===== src/rtl/core/frustum_sphere_point_cull_unit_assert.svh =====
// Assertion helpers for the frustum cull unit. The macros expect clk and
// rst_n in scope at the point of use.
`ifndef FRUSTUM_SPHERE_POINT_CULL_UNIT_ASSERT_SVH
`define FRUSTUM_SPHERE_POINT_CULL_UNIT_ASSERT_SVH

// Consequent must hold in the same cycle as the antecedent.
`define FSC_ASSERT_SAME(label, ante, cons, msg) \
    label: assert property (@(posedge clk) disable iff (!rst_n) (ante) |-> (cons)) \
        else $error(msg);

// Consequent must hold in the cycle after the antecedent.
`define FSC_ASSERT_NEXT(label, ante, cons, msg) \
    label: assert property (@(posedge clk) disable iff (!rst_n) (ante) |=> (cons)) \
        else $error(msg);

`endif


===== src/rtl/core/fsc_pkg.sv =====
`timescale 1ns / 1ps

package fsc_pkg;

    localparam int PLANE_COUNT = 6;
    localparam int PLANE_REGS  = 6;
    localparam int PIDX_W      = 3;
    localparam int CFG_W       = 64;
    localparam int COORD_W     = 16;
    localparam int RADIUS_W    = 15;
    localparam int Q_FRAC      = 14;
    localparam int PROD_W      = 2 * COORD_W;
    localparam int OFF_W       = COORD_W + 1;
    localparam int SUM_W       = 36;

    localparam logic [PIDX_W-1:0] INSIDE_CODE = PIDX_W'(6);

    typedef logic [PIDX_W-1:0] plane_idx_t;

    typedef struct packed {
        logic signed [COORD_W-1:0] d;
        logic signed [COORD_W-1:0] nz;
        logic signed [COORD_W-1:0] ny;
        logic signed [COORD_W-1:0] nx;
    } plane_t;

    typedef struct packed {
        logic                      kind;
        logic signed [COORD_W-1:0] pos_x;
        logic signed [COORD_W-1:0] pos_y;
        logic signed [COORD_W-1:0] pos_z;
        logic [RADIUS_W-1:0]       radius;
    } in_req_t;

    typedef struct packed {
        logic       inside_res;
        plane_idx_t first_failing_plane;
    } out_res_t;

    // Load strobes for the two arithmetic stages inside each plane unit.
    typedef struct packed {
        logic prod_load;
        logic sum_load;
    } stage_en_t;

endpackage


===== src/rtl/core/fsc_plane_dist.sv =====
`timescale 1ns / 1ps

module fsc_plane_dist (
    input  logic                                   clk,
    input  fsc_pkg::plane_t                        plane,
    input  fsc_pkg::in_req_t                       req,
    input  fsc_pkg::stage_en_t                     en,
    output logic signed [fsc_pkg::SUM_W-1:0]       distance
);

    logic signed [fsc_pkg::PROD_W-1:0] prod_x_next;
    logic signed [fsc_pkg::PROD_W-1:0] prod_y_next;
    logic signed [fsc_pkg::PROD_W-1:0] prod_z_next;
    logic signed [fsc_pkg::OFF_W-1:0]  off_next;
    logic signed [fsc_pkg::OFF_W-1:0]  rad_ext;
    logic signed [fsc_pkg::PROD_W-1:0] prod_x_reg;
    logic signed [fsc_pkg::PROD_W-1:0] prod_y_reg;
    logic signed [fsc_pkg::PROD_W-1:0] prod_z_reg;
    logic signed [fsc_pkg::OFF_W-1:0]  off_reg;
    logic signed [fsc_pkg::SUM_W-1:0]  sum_next;
    logic signed [fsc_pkg::SUM_W-1:0]  sum_reg;

    // The radius only counts for spheres; it joins the plane offset so the
    // sum stage adds one shifted term for both.
    always_comb
    begin
        rad_ext     = req.kind ? signed'({2'b00, req.radius}) : '0;
        prod_x_next = plane.nx * req.pos_x;
        prod_y_next = plane.ny * req.pos_y;
        prod_z_next = plane.nz * req.pos_z;
        off_next    = fsc_pkg::OFF_W'(plane.d) + rad_ext;
    end

    always_ff @(posedge clk)
    begin
        if (en.prod_load)
        begin
            prod_x_reg <= prod_x_next;
            prod_y_reg <= prod_y_next;
            prod_z_reg <= prod_z_next;
            off_reg    <= off_next;
        end
    end

    always_comb
    begin
        sum_next = fsc_pkg::SUM_W'(prod_x_reg) + fsc_pkg::SUM_W'(prod_y_reg)
                 + fsc_pkg::SUM_W'(prod_z_reg)
                 + (fsc_pkg::SUM_W'(off_reg) <<< fsc_pkg::Q_FRAC);
    end

    always_ff @(posedge clk)
    begin
        if (en.sum_load)
        begin
            sum_reg <= sum_next;
        end
    end

    assign distance = sum_reg;

endmodule


===== config.mk =====
export PLATFORM = sky130hd
export DESIGN_NAME = fsc_plane_dist
export DESIGN_NICKNAME = d
export VERILOG_FILES = /design/src/rtl/core/frustum_sphere_point_cull_unit_assert.svh /design/src/rtl/core/fsc_pkg.sv /design/src/rtl/core/fsc_plane_dist.sv
export SDC_FILE = /design/constraint.sdc
export NUM_CORES = 2
export LEC_CHECK = 0
export BUFFER_PORTS_ARGS = -buffer_cell sky130_fd_sc_hd__buf_2
export CAP_MARGIN = 10
export CORE_MARGIN = 5
export CORE_UTILIZATION = 60
export CTS_CLUSTER_DIAMETER = 30
export DETAILED_ROUTE_END_ITERATION = 6
export HOLD_SLACK_MARGIN = 0.05
export PLACE_DENSITY = 0.78
export SLEW_MARGIN = 40
export SYNTH_ARGS = -nofsm -noshare
export SYNTH_HDL_FRONTEND = slang
export SYNTH_SLANG_ARGS = --single-unit

===== constraint.sdc =====
create_clock -name clk -period 8.8 [get_ports clk]
set_input_delay 1.32 -clock clk [delete_from_list [all_inputs] [get_ports clk]]
set_output_delay 1.32 -clock clk [all_outputs]
set_load 0.05 [all_outputs]

# Word-level counts from Yosys, hierarchy flattened
# Cells that the tools add are included.
totals:
  reg_bits: 149
  elab_cells: 13
  output_inout_bits: 36
classes:
  muxes: 1
  addsub: 4
  mul: 3
op_table:
  columns: ["operator", "count"]
  rows:
  - ["multiplier 16 x 16 -> 32 bit", 3]
  - ["adder 34 x 31 -> 35 bit", 1]
  - ["adder 33 x 32 -> 34 bit", 1]
  - ["adder 32 x 32 -> 33 bit", 1]
  - ["adder 16 x 16 -> 17 bit", 1]
  - ["two-way mux 15 bit", 1]

# Depth between registers and ports, before layout
logic_depth:
  ltp_word: 3
  ltp_mapped: 24
  ltp_nobuf: 23

# Worst setup path before layout
# OpenSTA, ideal clock, no wires.
synth_timing:
  path_kind: "input to register"
  from: "input plane[31] (netlist bit)"
  to: "register prod_y_reg[30] (netlist bit), data pin"
  setup_slack_ns: 1.595
  t_arrival_ns: 6.947
  n_path_buf: 1
  stages: 20
  path_cell_list: "clkbuf_1 > nand2_1 > inv_1 > fa_1 > fa_1 > fa_1 > fa_1 > fa_1 > inv_1 > fa_1 > inv_1 > ha_1 > and4_1 > and2_4 > o311a_1 > o41a_1 > o31a_1 > o21a_1 > nor2_2 > xnor2_1"
synth_between:
  elab_chain_cells: 1
synth_lines:
  columns: ["element", "line_no", "source"]
  rows:
  - ["from (decl)", "fsc_plane_dist.sv:5", "input fsc_pkg::plane_t plane,"]
  - ["multiplier 16 x 16 -> 32 bit", "fsc_plane_dist.sv:29", "prod_y_next = plane.ny * req.pos_y;"]
  - ["named net prod_y_next (one bit)", "fsc_plane_dist.sv:12", "logic signed [fsc_pkg::PROD_W-1:0] prod_y_next;"]
  - ["to (signal assigned)", "fsc_plane_dist.sv:39", "prod_y_reg <= prod_y_next;"]
  - ["to (decl)", "fsc_plane_dist.sv:17", "logic signed [fsc_pkg::PROD_W-1:0] prod_y_reg;"]
# The timed path passes the listed nets, and every way through them passes these cells.
# A chain may end at the register's enable or synchronous reset.

# Final worst setup path
layout_timing:
  from: "input req[32] (netlist bit)"
  to: "register prod_y_reg[30] (netlist bit), data pin"
layout_between:
  elab_chain_cells: 1
layout_lines:
  columns: ["element", "line_no", "source"]
  rows:
  - ["from (decl)", "fsc_plane_dist.sv:6", "input fsc_pkg::in_req_t req,"]
  - ["multiplier 16 x 16 -> 32 bit", "fsc_plane_dist.sv:29", null]
  - ["named net prod_y_next (one bit)", "fsc_plane_dist.sv:12", null]
# The timed path passes the listed nets, and every way through them passes these cells.

==> run_results.csv <==
group,metric,value,unit
outcome,status,"finished, final reports clean",
sta,setup_viol,0,
hold_path,whs_endpoint,"distance[1]",
placement,place.gp.congestion,0.926,
placement,dp.cells,4698,
synth,synthesis.nets,5073,
sta,drv_slew,0,
floorplanning,dieArea,67500,sq um
hold_path,worstHoldPathType,"reg -> reg",
clock_tree,hold_buffers,0,
synth,syn_avg_cell_area,9.85,sq um
routing,remaining_drc_errors,0,
sta,finalSetupTns,0,ns
clock_tree,cts.sinks,148,
floorplanning,io_pins,167,
sta,hold_viol,0,
floorplanning,die_y,260,um
routing,viasPerCell,5.45,
setup_path,arrival,7.32,ns
floorplanning,die_x,260,um
sta,slew_headroom,49.0,%
setup_path,cp_max_fo,16,
synth,synth_area,37400,sq um
setup_path,setup.worst_path.end_class,"register",
finish,postLayoutCellArea,39500,sq um
setup_path,worst_r2r_endpoint,"distance[30]",
sta,rsz0062_at_grt,"no",
sta,max_freq,0.140,GHz
global_routing,antenna_found_initial,15,
global_routing,grt_pass1_vias,27700,
hold_path,min_delay_path_depth,2,
clock_tree,insertion_delay,0.44,ns
finish,largest_register_ffs,35,
synth,ys_seq_elements,148,
clock_tree,root_buffer,"clkbuf_16",
sta,period_share,81.1,%
placement,dp_hpwl,70900,um
setup_path,required,8.99,ns
synth,async_reset_ff_share,0,%
clock_tree,cts_setup_buffers,0,
synth,ys_seq_area_share,11.9,%
global_routing,grt_usage,26.1,%
routing,postRouteAntennaNets,0,
setup_path,reg2reg_setup_slack,4.57,ns
clock_tree,clock_path_buffers,2,
setup_path,reg2reg_from,"prod_x_reg[20]",
clock_tree,tritoncts,"built",
setup_path,crit_type,"in -> reg",
synth,ys_types,74,
clock_tree,path_clk_slew,0.07,ns
run,drv_cap,0,
finish,synthToLayoutAreaGrowth,5.64,%
floorplanning,row_count,91,
placement,dpl-instance-area,38900,sq um
synth,ys_warn_count,0,
floorplanning,initial_core_util,60.6,%
global_routing,overflow,0,
synth,ys.flop_type,"edfxtp_1",
finish,final_cells,4737,
sta,min_period,7.13,ns
clock_tree,numCtsBuffers,17,
routing,wl_per_cell,17.6,um
synth,synth_edf_count,148,
sta,skew,0.00935,ns
floorplanning,core_region_area,61700,sq um
setup_path,crit_path_start_kind,"input pin",
routing,drtIter0Drc,1565,
hold_path,min_from,"prod_x_reg[1]",
synth,syn_inst,3797,
clock_tree,cts_max_level,4,
finish,drive_above_1_share,5.75,%
routing,vias,25800,
placement,port_buffers,166,
global_routing,grt_first_pass_wirelength,141000,um
finish,layout.nets,5156,
clock_tree,ctsResizeCount,0,
routing,drt_wl_total,83600,um
sta,worst_pin_slew,0.760,ns
global_routing,grt_max_degree,84,
setup_path,reg2reg_depth,11,
routing,firstDrtPassIters,5,
[worst max-delay path, cell delays in order]
cell and delay, ns:
buf_2 0.27, nand2_1 0.16, inv_1 0.15, fa_1 0.55, fa_1 0.89, fa_1 0.52, fa_1 0.51, fa_1 0.49
inv_1 0.05, fa_1 0.47, inv_1 0.04, ha_1 0.34, and4_1 0.21, and2_4 0.18, o311a_1 0.13, o41a_1 0.44
o31a_1 0.26, o21a_1 0.18, nor2_2 0.09, xnor2_1 0.07
[per-layer routing]
layer  vias up  track usage, %  part of all wire [%]
li1      11700               -                     -
met3       166            5.55                   7.5
met2       841            43.0                    48
met1     13100            35.5                    41
met5         -               0                  0.13
met4        16            7.28                   3.2
[cell type report]
cell class | count | area (sq um)
diodes | 7 | 17.5
clock buffers | 18 | 429
clock inverters | 14 | 158
fillers | 4970 | 22200
inverters | 877 | 3290
multi-input cells | 2668 | 29300
flip-flops and latches | 148 | 4440
well taps | 837 | 1050
repair buffers | 168 | 855
[cells in the final DEF (no fill, tap or decap), drive strengths merged, types with 19 or more instances in the layout]
cell type / n
inv: 886
nand2: 422
a21oi: 100
nor2: 110
buf: 168
o21ai: 61
and2: 385
nand2b: 19
nor3: 30
a21o: 29
fa: 839
xor2: 27
ha: 306
edfxtp: 148
xnor2: 108
nand3: 35
[worst max path at each step]
stage	end	start	slack [ns]	cells past startpoint
CTS	prod_y_reg[30]	req[32]	1.67	20
global route	prod_y_reg[30]	req[32]	1.36	20
floorplan	prod_y_reg[30]	plane[31]	1.59	20
finish	prod_y_reg[30]	req[32]	1.67	20
global placement	prod_y_reg[30]	req[32]	1.30	20
detailed placement	prod_y_reg[30]	req[32]	1.22	20
[logic make-up (layout without fill, tap and decap cells)]
kind of cell | Yosys count | count (layout) | share of synthesized area [%]
flip-flops | 148 | 148 | 11.9
AO/OA/AOI/OAI | 319 | 319 | 5.73
adder cells (fa/ha/maj) | 1145 | 1145 | 55.1
buffers and inverters | 981 | 1077 | 9.85
multiplexers | 4 | 4 | 0.110
AND/OR/NAND/NOR | 1065 | 1065 | 14.1
XOR/XNOR | 135 | 135 | 3.16
other | 0 | 7 | 0
[per-stage QoR]
stage               util, %  hold WS, ns  setup slack (ns)
floorplan                 -        0.680              1.59
global placement       63.1        0.737              1.30
detailed placement     63.1        0.740              1.22
CTS                    64.0        0.757              1.67
global route           64.0        0.770              1.36
finish                 64.1        0.744              1.67
[synth_stat cells, drive strengths merged, types with 15 or more instances]
| master | count | area (sq um) |
|---|---|---|
| inv | 877 | 3290 |
| fa | 839 | 16800 |
| nand2 | 422 | 1590 |
| and2 | 385 | 2410 |
| ha | 306 | 3830 |
| edfxtp | 148 | 4440 |
| nor2 | 110 | 415 |
| xnor2 | 108 | 946 |
| clkbuf | 102 | 383 |
| a21oi | 100 | 504 |
| o21ai | 61 | 309 |
| nand3 | 35 | 175 |
| nor3 | 30 | 150 |
| a21o | 29 | 219 |
| xor2 | 27 | 236 |
| nand2b | 19 | 119 |
| a211oi | 18 | 145 |
| o21a | 15 | 113 |
Power is left out: the tool's default activity adds up to more than one toggle a clock period on the data nets, which glitch-free logic cannot reach.
